[config.mk]
export PLATFORM = sky130hd
export DESIGN_NAME = infix_arith_expression_evaluator
export DESIGN_NICKNAME = d
export VERILOG_FILES = /design/src/design/iaee_pkg.sv /design/src/design/iaee_front.sv /design/src/design/iaee_back.sv /design/src/design/infix_arith_expression_evaluator.sv
export SDC_FILE = /design/constraint.sdc
export NUM_CORES = 2
export LEC_CHECK = 0
export BUFFER_PORTS_ARGS = -buffer_cell sky130_fd_sc_hd__buf_2
export CORE_MARGIN = 2
export CORE_UTILIZATION = 60
export CTS_BUF_LIST = sky130_fd_sc_hd__clkbuf_4 sky130_fd_sc_hd__clkbuf_8
export DETAILED_ROUTE_END_ITERATION = 10
export PLACE_DENSITY = 0.79
export SLEW_MARGIN = 20
export SYNTH_ARGS = -nofsm -noshare
export SYNTH_HDL_FRONTEND = slang
export SYNTH_SLANG_ARGS = --single-unit
[constraint.sdc]
create_clock -name clk_i -period 7.5 [get_ports clk_i]
set_clock_uncertainty 0.15 [all_clocks]
set_input_delay 0.375 -clock clk_i [delete_from_list [all_inputs] [get_ports clk_i]]
set_output_delay 0.375 -clock clk_i [all_outputs]
set_load 0.005 [all_outputs]
[src/design/iaee_pkg.sv]
// Shared types and constants for the infix arithmetic expression evaluator.
// Holds the operator codes, the ASCII codes, the front-to-back command and the result record.
// No dependencies.
package iaee_pkg;

  // Operator codes, in the order the add/sub/mul/div pending operator uses
  typedef enum logic [1:0] {
    OpAdd = 2'd0,
    OpSub = 2'd1,
    OpMul = 2'd2,
    OpDiv = 2'd3
  } op_e;

  // ASCII codes the front decodes
  localparam logic [7:0] CharPlus  = 8'h2B;
  localparam logic [7:0] CharMinus = 8'h2D;
  localparam logic [7:0] CharStar  = 8'h2A;
  localparam logic [7:0] CharSlash = 8'h2F;
  localparam logic [7:0] CharZero  = 8'h30;
  localparam logic [7:0] CharNine  = 8'h39;

  // Radix-2 divider steps for a 32-bit quotient
  localparam int unsigned DivSteps = 32;
  localparam int unsigned DivCntW  = $clog2(DivSteps);

  // Back-end sequencer states
  typedef enum logic [2:0] {
    BkIdle,
    BkMul,
    BkMulWb,
    BkDiv,
    BkDivWb,
    BkFinish
  } bk_state_e;

  // Classified byte handed from front to back
  typedef struct packed {
    logic       is_digit;
    logic [3:0] digit;
    logic       is_op;
    op_e        op;
    logic       last;
  } cmd_t;

  // Finished expression result
  typedef struct packed {
    logic signed [31:0] value;
    logic               div_zero;
  } res_t;

endpackage

[src/design/iaee_front.sv]
// Front end: classifies incoming ASCII bytes and queues them as commands.
// Depends on iaee_pkg (cmd_t, op_e, character codes).
module iaee_front #(
  parameter int unsigned Depth = 4
) (
  input  logic          clk_i,
  input  logic          rst_ni,
  input  logic          push,
  input  logic [7:0]    char_in_i,
  input  logic          is_last_i,
  output logic          full,
  output logic          cmd_valid_o,
  output iaee_pkg::cmd_t cmd_o,
  input  logic          cmd_pop_i
);
  import iaee_pkg::*;

  localparam int unsigned PtrW = $clog2(Depth);
  localparam int unsigned CntW = $clog2(Depth + 1);

  cmd_t            cmd_mem [Depth];
  logic [PtrW-1:0] wptr_q, wptr_d;
  logic [PtrW-1:0] rptr_q, rptr_d;
  logic [CntW-1:0] cnt_q, cnt_d;

  cmd_t       cmd_new;
  logic [7:0] digit_diff;
  logic       wr_en;

  // Decode the byte into digit / operator / last
  always_comb begin
    cmd_new          = '0;
    digit_diff       = char_in_i - CharZero;
    cmd_new.is_digit = char_in_i inside {[CharZero:CharNine]};
    cmd_new.digit    = digit_diff[3:0];
    cmd_new.last     = is_last_i;
    cmd_new.is_op    = 1'b1;
    case (char_in_i)
      CharPlus:  cmd_new.op = OpAdd;
      CharMinus: cmd_new.op = OpSub;
      CharStar:  cmd_new.op = OpMul;
      CharSlash: cmd_new.op = OpDiv;
      default: begin
        cmd_new.op    = OpAdd;
        cmd_new.is_op = 1'b0;
      end
    endcase
  end

  assign full = (cnt_q == CntW'(Depth));

  // Drop bytes that neither build a number, carry an operator nor end the expression
  assign wr_en = push && !full && (cmd_new.is_digit || cmd_new.is_op || cmd_new.last);

  // Advance pointers and occupancy
  always_comb begin
    wptr_d = wptr_q;
    rptr_d = rptr_q;
    cnt_d  = cnt_q;
    if (wr_en) begin
      wptr_d = (wptr_q == PtrW'(Depth - 1)) ? '0 : wptr_q + PtrW'(1);
    end
    if (cmd_pop_i) begin
      rptr_d = (rptr_q == PtrW'(Depth - 1)) ? '0 : rptr_q + PtrW'(1);
    end
    case ({wr_en, cmd_pop_i})
      2'b10:   cnt_d = cnt_q + CntW'(1);
      2'b01:   cnt_d = cnt_q - CntW'(1);
      default: cnt_d = cnt_q;
    endcase
  end

  always_ff @(posedge clk_i or negedge rst_ni) begin
    if (!rst_ni) begin
      wptr_q <= '0;
      rptr_q <= '0;
      cnt_q  <= '0;
    end else begin
      wptr_q <= wptr_d;
      rptr_q <= rptr_d;
      cnt_q  <= cnt_d;
    end
  end

  // Store the command
  always_ff @(posedge clk_i) begin
    if (wr_en) begin
      cmd_mem[wptr_q] <= cmd_new;
    end
  end

  assign cmd_valid_o = (cnt_q != '0);
  assign cmd_o       = cmd_mem[rptr_q];

endmodule

[src/design/iaee_back.sv]
// Back end: executes queued commands against the sum / last-term state.
// Uses a registered multiplier and a 32-step radix-2 divider. Depends on iaee_pkg.
module iaee_back (
  input  logic           clk_i,
  input  logic           rst_ni,
  input  logic           cmd_valid_i,
  input  iaee_pkg::cmd_t cmd_i,
  output logic           cmd_pop_o,
  output logic           res_valid_o,
  output iaee_pkg::res_t res_o,
  input  logic           res_ready_i
);
  import iaee_pkg::*;

  bk_state_e state_q, state_d;

  // Expression state
  logic [31:0] acc_q, acc_d;
  op_e         op_q, op_d;
  logic [31:0] sum_q, sum_d;
  logic [31:0] term_q, term_d;
  logic        err_q, err_d;

  // Datapath working registers
  logic               last_q, last_d;
  logic [31:0]        opnd_q, opnd_d;
  logic [31:0]        prod_q, prod_d;
  logic [31:0]        rem_q, rem_d;
  logic [31:0]        quo_q, quo_d;
  logic [31:0]        dvs_q, dvs_d;
  logic               neg_q, neg_d;
  logic [DivCntW-1:0] cnt_q, cnt_d;

  logic [31:0] acc_new;
  logic [31:0] prod_full;
  logic [32:0] rem_sh;
  logic [32:0] rem_diff;

  // Fold the digit in: acc * 10 + digit
  assign acc_new = cmd_i.is_digit ? ((acc_q << 3) + (acc_q << 1) + {28'd0, cmd_i.digit})
                                  : acc_q;

  assign prod_full = term_q * opnd_q;
  assign rem_sh    = {rem_q, quo_q[31]};
  assign rem_diff  = rem_sh - {1'b0, dvs_q};

  // Sequencer
  always_comb begin
    state_d     = state_q;
    acc_d       = acc_q;
    op_d        = op_q;
    sum_d       = sum_q;
    term_d      = term_q;
    err_d       = err_q;
    last_d      = last_q;
    opnd_d      = opnd_q;
    prod_d      = prod_q;
    rem_d       = rem_q;
    quo_d       = quo_q;
    dvs_d       = dvs_q;
    neg_d       = neg_q;
    cnt_d       = cnt_q;
    cmd_pop_o   = 1'b0;
    res_valid_o = 1'b0;
    res_o.value    = sum_q + term_q;
    res_o.div_zero = err_q;
    case (state_q)
      BkIdle: begin
        if (cmd_valid_i) begin
          cmd_pop_o = 1'b1;
          last_d    = cmd_i.last;
          if (cmd_i.is_op || cmd_i.last) begin
            acc_d = '0;
            if (cmd_i.is_op) begin
              op_d = cmd_i.op;
            end
            case (op_q)
              OpAdd: begin
                sum_d   = sum_q + term_q;
                term_d  = acc_new;
                state_d = cmd_i.last ? BkFinish : BkIdle;
              end
              OpSub: begin
                sum_d   = sum_q + term_q;
                term_d  = 32'd0 - acc_new;
                state_d = cmd_i.last ? BkFinish : BkIdle;
              end
              OpMul: begin
                opnd_d  = acc_new;
                state_d = BkMul;
              end
              default: begin
                if (acc_new == '0) begin
                  term_d  = '0;
                  err_d   = 1'b1;
                  state_d = cmd_i.last ? BkFinish : BkIdle;
                end else begin
                  quo_d   = term_q[31] ? 32'd0 - term_q : term_q;
                  dvs_d   = acc_new[31] ? 32'd0 - acc_new : acc_new;
                  neg_d   = term_q[31] ^ acc_new[31];
                  rem_d   = '0;
                  cnt_d   = '0;
                  state_d = BkDiv;
                end
              end
            endcase
          end else begin
            acc_d = acc_new;
          end
        end
      end
      BkMul: begin
        prod_d  = prod_full;
        state_d = BkMulWb;
      end
      BkMulWb: begin
        term_d  = prod_q;
        state_d = last_q ? BkFinish : BkIdle;
      end
      BkDiv: begin
        // One restoring step: shift in a dividend bit, subtract if it fits
        if (!rem_diff[32]) begin
          rem_d = rem_diff[31:0];
          quo_d = {quo_q[30:0], 1'b1};
        end else begin
          rem_d = rem_sh[31:0];
          quo_d = {quo_q[30:0], 1'b0};
        end
        cnt_d = cnt_q + DivCntW'(1);
        if (cnt_q == DivCntW'(DivSteps - 1)) begin
          state_d = BkDivWb;
        end
      end
      BkDivWb: begin
        term_d  = neg_q ? 32'd0 - quo_q : quo_q;
        state_d = last_q ? BkFinish : BkIdle;
      end
      BkFinish: begin
        res_valid_o = 1'b1;
        if (res_ready_i) begin
          acc_d   = '0;
          op_d    = OpAdd;
          sum_d   = '0;
          term_d  = '0;
          err_d   = 1'b0;
          state_d = BkIdle;
        end
      end
      default: state_d = BkIdle;
    endcase
  end

  always_ff @(posedge clk_i or negedge rst_ni) begin
    if (!rst_ni) begin
      state_q <= BkIdle;
      acc_q   <= '0;
      op_q    <= OpAdd;
      sum_q   <= '0;
      term_q  <= '0;
      err_q   <= 1'b0;
      last_q  <= 1'b0;
      cnt_q   <= '0;
    end else begin
      state_q <= state_d;
      acc_q   <= acc_d;
      op_q    <= op_d;
      sum_q   <= sum_d;
      term_q  <= term_d;
      err_q   <= err_d;
      last_q  <= last_d;
      cnt_q   <= cnt_d;
    end
  end

  // Hold datapath operands
  always_ff @(posedge clk_i) begin
    opnd_q <= opnd_d;
    prod_q <= prod_d;
    rem_q  <= rem_d;
    quo_q  <= quo_d;
    dvs_q  <= dvs_d;
    neg_q  <= neg_d;
  end

endmodule

[src/design/infix_arith_expression_evaluator.sv]
// Top level of the infix arithmetic expression evaluator.
// Instantiates iaee_front and iaee_back and holds the result register; uses iaee_pkg.
//
// Bytes of an expression are pushed one per transfer; the byte with is_last_i set closes
// the expression and one result (value_o, div_zero_o) appears on the result side. The front
// queue holds QueueDepth classified bytes, so pushes continue while the back end is busy;
// bytes that are neither digits nor operators and do not end an expression are dropped at
// the front and cost no back-end time. The back end takes a digit or a byte that applies
// + or - in its idle state; one that applies * goes on through the multiply and write-back
// states, and one that applies / through a 32-step radix-2 divider plus setup and sign
// correction, which sets the worst-case sustained spacing. The closing byte then forms the
// sum in a finish state, where the back end waits while the result register is still full.
module infix_arith_expression_evaluator #(
  parameter int unsigned QueueDepth = 4
) (
  input  logic               clk_i,
  input  logic               rst_ni,
  input  logic               push,
  output logic               full,
  input  logic [7:0]         char_in_i,
  input  logic               is_last_i,
  output logic               empty,
  input  logic               pop,
  output logic signed [31:0] value_o,
  output logic               div_zero_o
);
  import iaee_pkg::*;

  cmd_t cmd;
  logic cmd_valid;
  logic cmd_pop;
  res_t res;
  logic res_valid;
  logic res_ready;

  logic               out_valid_q, out_valid_d;
  logic signed [31:0] value_q;
  logic               div_zero_q;

  iaee_front #(
    .Depth(QueueDepth)
  ) u_front (
    .clk_i      (clk_i),
    .rst_ni     (rst_ni),
    .push       (push),
    .char_in_i  (char_in_i),
    .is_last_i  (is_last_i),
    .full       (full),
    .cmd_valid_o(cmd_valid),
    .cmd_o      (cmd),
    .cmd_pop_i  (cmd_pop)
  );

  iaee_back u_back (
    .clk_i      (clk_i),
    .rst_ni     (rst_ni),
    .cmd_valid_i(cmd_valid),
    .cmd_i      (cmd),
    .cmd_pop_o  (cmd_pop),
    .res_valid_o(res_valid),
    .res_o      (res),
    .res_ready_i(res_ready)
  );

  // Result register: load when empty or being drained this cycle
  assign res_ready = !out_valid_q || pop;

  always_comb begin
    out_valid_d = out_valid_q;
    if (res_valid && res_ready) begin
      out_valid_d = 1'b1;
    end else if (pop) begin
      out_valid_d = 1'b0;
    end
  end

  always_ff @(posedge clk_i or negedge rst_ni) begin
    if (!rst_ni) begin
      out_valid_q <= 1'b0;
    end else begin
      out_valid_q <= out_valid_d;
    end
  end

  always_ff @(posedge clk_i) begin
    if (res_valid && res_ready) begin
      value_q    <= res.value;
      div_zero_q <= res.div_zero;
    end
  end

  assign empty      = !out_valid_q;
  assign value_o    = value_q;
  assign div_zero_o = div_zero_q;

  // The back end only drains a command that is actually queued
  assert property (@(posedge clk_i) disable iff (!rst_ni) cmd_pop |-> cmd_valid)
    else $error("command popped from an empty queue");

  // A result handed over is visible in the next cycle
  assert property (@(posedge clk_i) disable iff (!rst_ni)
                   (res_valid && res_ready) |=> out_valid_q)
    else $error("result transfer lost");

  // A waiting result is not overwritten
  assert property (@(posedge clk_i) disable iff (!rst_ni)
                   (out_valid_q && !pop) |=> (out_valid_q && $stable(value_q)
                                              && $stable(div_zero_q)))
    else $error("waiting result changed");

endmodule

==> Word-level counts from Yosys, hierarchy flattened <==
Memory sizes are Yosys's and may differ from the RTL's.
Cells that the tools add are included.
{ "word_totals": {"register_bits": 310, "latch_bits": 0, "ramBits": 36, "rom_bits": 0, "input_bits": 13, "memories": 1} }
{ "memory_table": {"columns": ["name", "depth", "word_bits", "rd", "rd_ports_with_merged_regs", "write_ports", "line", "rtl"], "rows": [
  ["u_front.cmd_mem", 4, 9, 1, 0, 1, "iaee_front.sv:21", "cmd_t cmd_mem [Depth];"]
]} }
{ "op_classes": {"add_sub_neg": 13, "mul": 1, "div_mod_pow": 0, "magnitude_cmp": 2, "n_eq_ne": 28, "shift": 0, "muxes": 66, "bitwise_logic": 3, "reduce_logical": 33} }
{ "ops": {"columns": ["cell", "count"], "rows": [
  ["two-way mux 32 bit", 21],
  ["case mux 32 bit (2 select lines)", 4],
  ["case mux 32 bit (4 select lines)", 1],
  ["case mux 32 bit (3 select lines)", 1],
  ["subtractor 1 x 32 -> 32 bit, first input constant", 3],
  ["adder 32 bit", 2],
  ["subtractor 33 x 32 -> 33 bit", 1],
  ["adder 32 x 4 -> 32 bit", 1],
  ["== test 8 x 6 -> 1 bit, second input constant", 4],
  ["zero test 32 bit", 1],
  ["multiplier 32 x 32 -> 32 bit", 1],
  ["two-way mux 31 bit", 1],
  ["two-way mux 3 bit", 7],
  ["two-way mux 5 bit", 4],
  ["AND reduction 5 bit", 4],
  ["case mux 3 bit (5 select lines)", 1],
  ["two-way mux 1 bit", 14],
  ["two-way mux 2 bit", 6],
  ["inequality test 2 bit, second input constant", 6],
  ["case mux 3 bit (2 select lines)", 2],
  ["AND reduction 6 bit", 2],
  ["case mux 5 bit (2 select lines)", 1],
  ["== test 3 bit, second input constant", 3],
  ["== test 2 bit, second input constant", 4],
  ["32 further kinds", 51]
]} }

==> Logic depth before layout (Yosys ltp) <==
{ "depth": {"ltp_word": 9, "depth_mapped": 28} }

==> By module <==
From an unflattened synthesis, not the netlist that was laid out.
{ "hier_totals": {"cells_unflattened": 3817, "hier_area_um2": 37119.4} }
{ "modules_own_cells": {"columns": ["module", "n_inst", "cells_per_inst", "area_each_um2", "seq_area_each_um2"], "rows": [
  ["iaee_back", 1, 3682, 34226.6, 7537.2],
  ["iaee_front", 1, 97, 1844.3, 1256.2],
  ["infix_arith_expression_evaluator", 1, 38, 1048.5, 1016.0]
]} }

==> Least setup slack after synthesis <==
OpenSTA, ideal clock, no wires.
{ "synth_timing": {"path_type": "register to register", "start": "register u_back.term_q[7]", "end": "register u_back.prod_q[31], data pin", "t_arrival_ps": 6663, "t_required_ps": 7090, "setup_slack_ps": 427, "path_stages_with_launch": 28, "n_path_buf": 2, "synth_period_minus_slack_ps": 7073, "path_cell_list": "dfrtp_1 -> clkbuf_1 -> buf_1 -> nand2_1 -> fa_1 -> inv_1 -> fa_1 -> fa_1 -> inv_1 -> fa_1 -> inv_1 -> fa_1 -> inv_1 -> fa_1 -> inv_1 -> fa_1 -> fa_1 -> ha_1 -> inv_1 -> o21bai_1 -> a21o_1 -> a21o_1 -> a21o_1 -> o2111ai_1 -> a31oi_1 -> a21oi_1 -> o21bai_1 -> xnor2_1"} }
{ "synth_via": {"elab_chain_cells": 1} }
{ "synth_rtl": {"columns": ["element", "line", "rtl"], "rows": [
  ["start: declaration", "iaee_back.sv:21", "logic [31:0] term_q, term_d;"],
  ["start signal: assignment", "iaee_back.sv:168", "term_q <= term_d;"],
  ["multiplier 32 x 32 -> 32 bit", "iaee_back.sv:43", "assign prod_full = term_q * opnd_q;"],
  ["via u_back.prod_full[31]", "iaee_back.sv:35", "logic [31:0] prod_full;"],
  ["end signal: assignment", "iaee_back.sv:178", "prod_q <= prod_d;"],
  ["end: declaration", "iaee_back.sv:27", "logic [31:0] prod_q, prod_d;"]
]} }
The timed path passes the listed nets, and every way through them passes these cells.
A chain may end at the register's enable or synchronous reset.

==> Worst setup path in the final report <==
{ "layout_timing": {"start": "register u_back.opnd_q[2]", "end": "register u_back.prod_q[31], data pin"} }
{ "layout_via": {"elab_chain_cells": 1} }
{ "layout_rtl": {"columns": ["element", "line", "rtl"], "rows": [
  ["start: declaration", "iaee_back.sv:26", "logic [31:0] opnd_q, opnd_d;"],
  ["start signal: assignment", "iaee_back.sv:177", "opnd_q <= opnd_d;"],
  ["multiplier 32 x 32 -> 32 bit", "iaee_back.sv:43", null],
  ["via u_back.prod_full[31]", "iaee_back.sv:35", null]
]} }
The timed path passes the listed nets, and every way through them passes these cells.

==> run_results.csv <==
group,metric,value,unit
status,outcome,"finished, final reports clean",
timing,clock.fmax,0.1378,GHz
die,die_area,64770,µm²
clock_tree,cts_tree,"built",
synthesis,ys_seq_elements,346,
final_layout,area_growth_syn_to_layout,7.704,%
die,ios,48,
worst_setup_path,timing.rr.end,"u_back.prod_q[31]",
drt,avgViaCountPerCell,6.073,
synthesis,avgSynthCellArea,9.653,µm²
drt,ant_nets,0,
place,hpwl,79710,µm
worst_setup_path,cp-startpoint,"u_back.opnd_q[2]",
worst_setup_path,worstSetupPathType,"reg -> reg",
clock_tree,clk_pin_slew,70,ps
worst_setup_path,reg2reg_from,"u_back.opnd_q[2]",
synthesis,yosys_warnings,0,
timing,finalCriticalPeriod,7256,ps
timing,final_hold_viol_count,0,
timing,holdWs,51.83,ps
hold_path,hold_path.class,"in -> reg",
final_layout,final_area,40550,µm²
synthesis,syn_area,37650,µm²
synthesis,netlist-cell-type-count,98,
die,fp.dieW,254.5,µm
place,gp_congestion,0.9941,
drt,drt_iter0_markers,2747,
die,fp.dieH,254.5,µm
timing,min_period_over_period,96.74,%
worst_setup_path,startpoint_type,"register",
hold_path,hold_end,"u_front.cmd_mem[0][8]",
drt,drt_wl_total,103100,µm
clock_tree,cts_buffer_depth,3,
clock_tree,insertion_delay,700,ps
synthesis,syn-instance-count,3900,
clock_tree,cts_root_buf,"clkbuf_8",
place,place_ws,165.7,ps
grt,track_usage,32.54,%
place,io_buffers,47,
place,placed_cell_area,39110,µm²
grt,grt_pass1_wl,162000,µm
synthesis,seq_area_frac_synth,26.06,%
timing,worst_slew_pin_slew,972.4,ps
synthesis,synthArstFlopShare,33.53,%
worst_setup_path,rrSetupSlack,240,ps
synthesis,synthFlopType,"edfxtp_1",
synthesis,syn_nets,4581,
drt,vias,29340,
die,start_util,60.89,%
flow_run,maxCapViolations,0,
final_layout,final_layout_size_suffix_gt1_share,8.818,%
die,coreArea,61830,µm²
grt,gr-total-overflow,0,
grt,grt_start_max_net_pins,68,
clock_tree,cts.sinks,346,
worst_setup_path,crit_required,7740,ps
drt,drc_errors,0,
hold_path,hold_path_depth,2,
worst_setup_path,reg2regPathDepth,25,
worst_setup_path,worst_setup_path_end_kind,"register",
synthesis,yosysTopAreaCellShare,21.96,%
final_layout,fin_nets,4627,
synthesis,synth-edff-count,230,
timing,report.final.slew_viol_count,0,
clock_tree,cts_max_level,2,
synthesis,synth.area.top_cells,"fa_1 22%, edfxtp_1 18%, ha_1 8.5%",
timing,setup_slack,244.2,ps
worst_setup_path,worstPathArrival,7500,ps
grt,antenna_found_initial,2,
die,rows,91,
grt,first_global_vias,28990,
synthesis,yosys.area.top_type,"fa_1",
drt,drt-wirelength-per-cell,21.34,µm
timing,maxSlewHeadroom,35.17,%
worst_setup_path,crit_path_max_fanout,7,
hold_path,holdCritStartpoint,"char_in_i[4]",
timing,setup_violations,0,
clock_tree,numCtsBuffers,56,
drt,dr.pass1.iters,6,
-- through the flow --
stage	cells	setup TNS [ps]	utilization, %
2_1_floorplan	3900	0	-
3_3_place_gp	4714	0	63.25
3_5_place_dp	4714	0	63.25
4_1_cts	4826	0	65.47
5_1_grt	4830	-6.221	65.58
6_report	4831	0	65.59
-- registers in the layout, indices dropped and copies added (netlist names), 3 cells and up --
signal	count
u_back.state_q	3
u_back.cnt_q	5
u_front.cmd_mem	36
u_back.sum_q	32
u_back.prod_q	32
u_back.opnd_q	32
u_back.term_q	32
u_back.acc_q	32
value_o	32
u_back.rem_q	32
u_back.dvs_q	32
u_back.quo_q	32
u_front.cnt_q	3
-- worst max path at each step --
| stage | to | slack (ps) |
|---|---|---|
| final | u_back.prod_q[31] | 240 |
| after global routing | u_back.prod_q[26] | -6 |
| after CTS | u_back.prod_q[31] | 50 |
| after detailed placement | u_back.prod_q[31] | 170 |
| after global placement | u_back.prod_q[31] | 170 |
| after floorplan | u_back.prod_q[31] | 430 |
-- critical path: stages (launching register included) --
cell and delay, ps:
edfxtp_1 490, buf_4 200, buf_4 160, and2_1 160
fa_1 530, inv_1 40, fa_1 470, inv_1 50
fa_1 490, inv_1 70, fa_1 530, inv_1 50
fa_1 500, inv_1 60, fa_1 550, fa_1 460
fa_1 520, inv_1 50, ha_1 200, or3_1 410
or3_1 340, o21ai_0 120, a31oi_2 90, a21oi_2 140
o21bai_1 80, xnor2_1 120
-- Yosys cell counts, types with 55 or more instances --
| cell type | instances |
|---|---|
| nand2_1 | 459 |
| nor2_1 | 164 |
| mux2i_1 | 56 |
| a21oi_1 | 123 |
| clkbuf_1 | 151 |
| inv_1 | 517 |
| xor2_1 | 82 |
| edfxtp_1 | 230 |
| a21o_1 | 55 |
| o21ai_0 | 138 |
| fa_1 | 413 |
| ha_1 | 255 |
| xnor2_1 | 185 |
| and2_1 | 311 |
| dfrtp_1 | 116 |
-- layout by cell type, fill, tap and decap left out, types with 42 or more instances in the layout --
| cell type | n |
|---|---|
| inv_1 | 516 |
| nand2_1 | 459 |
| fa_1 | 413 |
| and2_1 | 312 |
| ha_1 | 254 |
| edfxtp_1 | 230 |
| xnor2_1 | 184 |
| nor2_1 | 161 |
| o21ai_0 | 137 |
| a21oi_1 | 122 |
| dfrtp_1 | 113 |
| buf_4 | 107 |
| xor2_1 | 82 |
| clkbuf_8 | 63 |
| mux2i_1 | 56 |
| a21o_1 | 55 |
| nor3_1 | 47 |
| buf_2 | 46 |
| a22o_1 | 42 |
-- logic make-up (layout without fill, tap and decap cells) --
kind of cell	Yosys count	count (layout)	synth area share [%]
other	0	2	0
buffers and inverters	700	792	7.132
xor gates and xnor gates	267	267	6.211
AOI/OAI and AO/OA	640	640	11.83
adders and majority gates	668	668	30.44
muxes	86	86	2.655
and+or+nand+nor	1193	1193	15.68
DFF	346	346	26.06
-- per-layer routing --
metal / global-route usage, % / up-vias / wire, µm
met5: 0 / - / 0
met4: 13.80 / 0 / 4996
met3: 5.430 / 284 / 9377
met2: 51.34 / 1414 / 47150
met1: 44.81 / 14560 / 41570
li1: - / 13080 / -
-- final cells by class --
type	count	area, µm²
multi-input cells	2854	25220
fillers	4869	21280
flip-flops and latches	346	9813
inverters	522	1959
repair buffers	166	1214
well taps	837	1047
clock buffers	78	979.7
clock inverters	26	310.3
diodes	2	5.005
-- repair_timing --
action | 4_1_cts | 5_1_grt
endpoints found under the hold margin | 82 | 0
buffers inserted | 0 | 3
endpoints found under the setup margin | 0 | 6
hold buffers | 8 | 0
gates resized for setup | 0 | 12
Power is not shown: default switching activity piles up to over one toggle a cycle in this logic, so the estimate is an artifact.
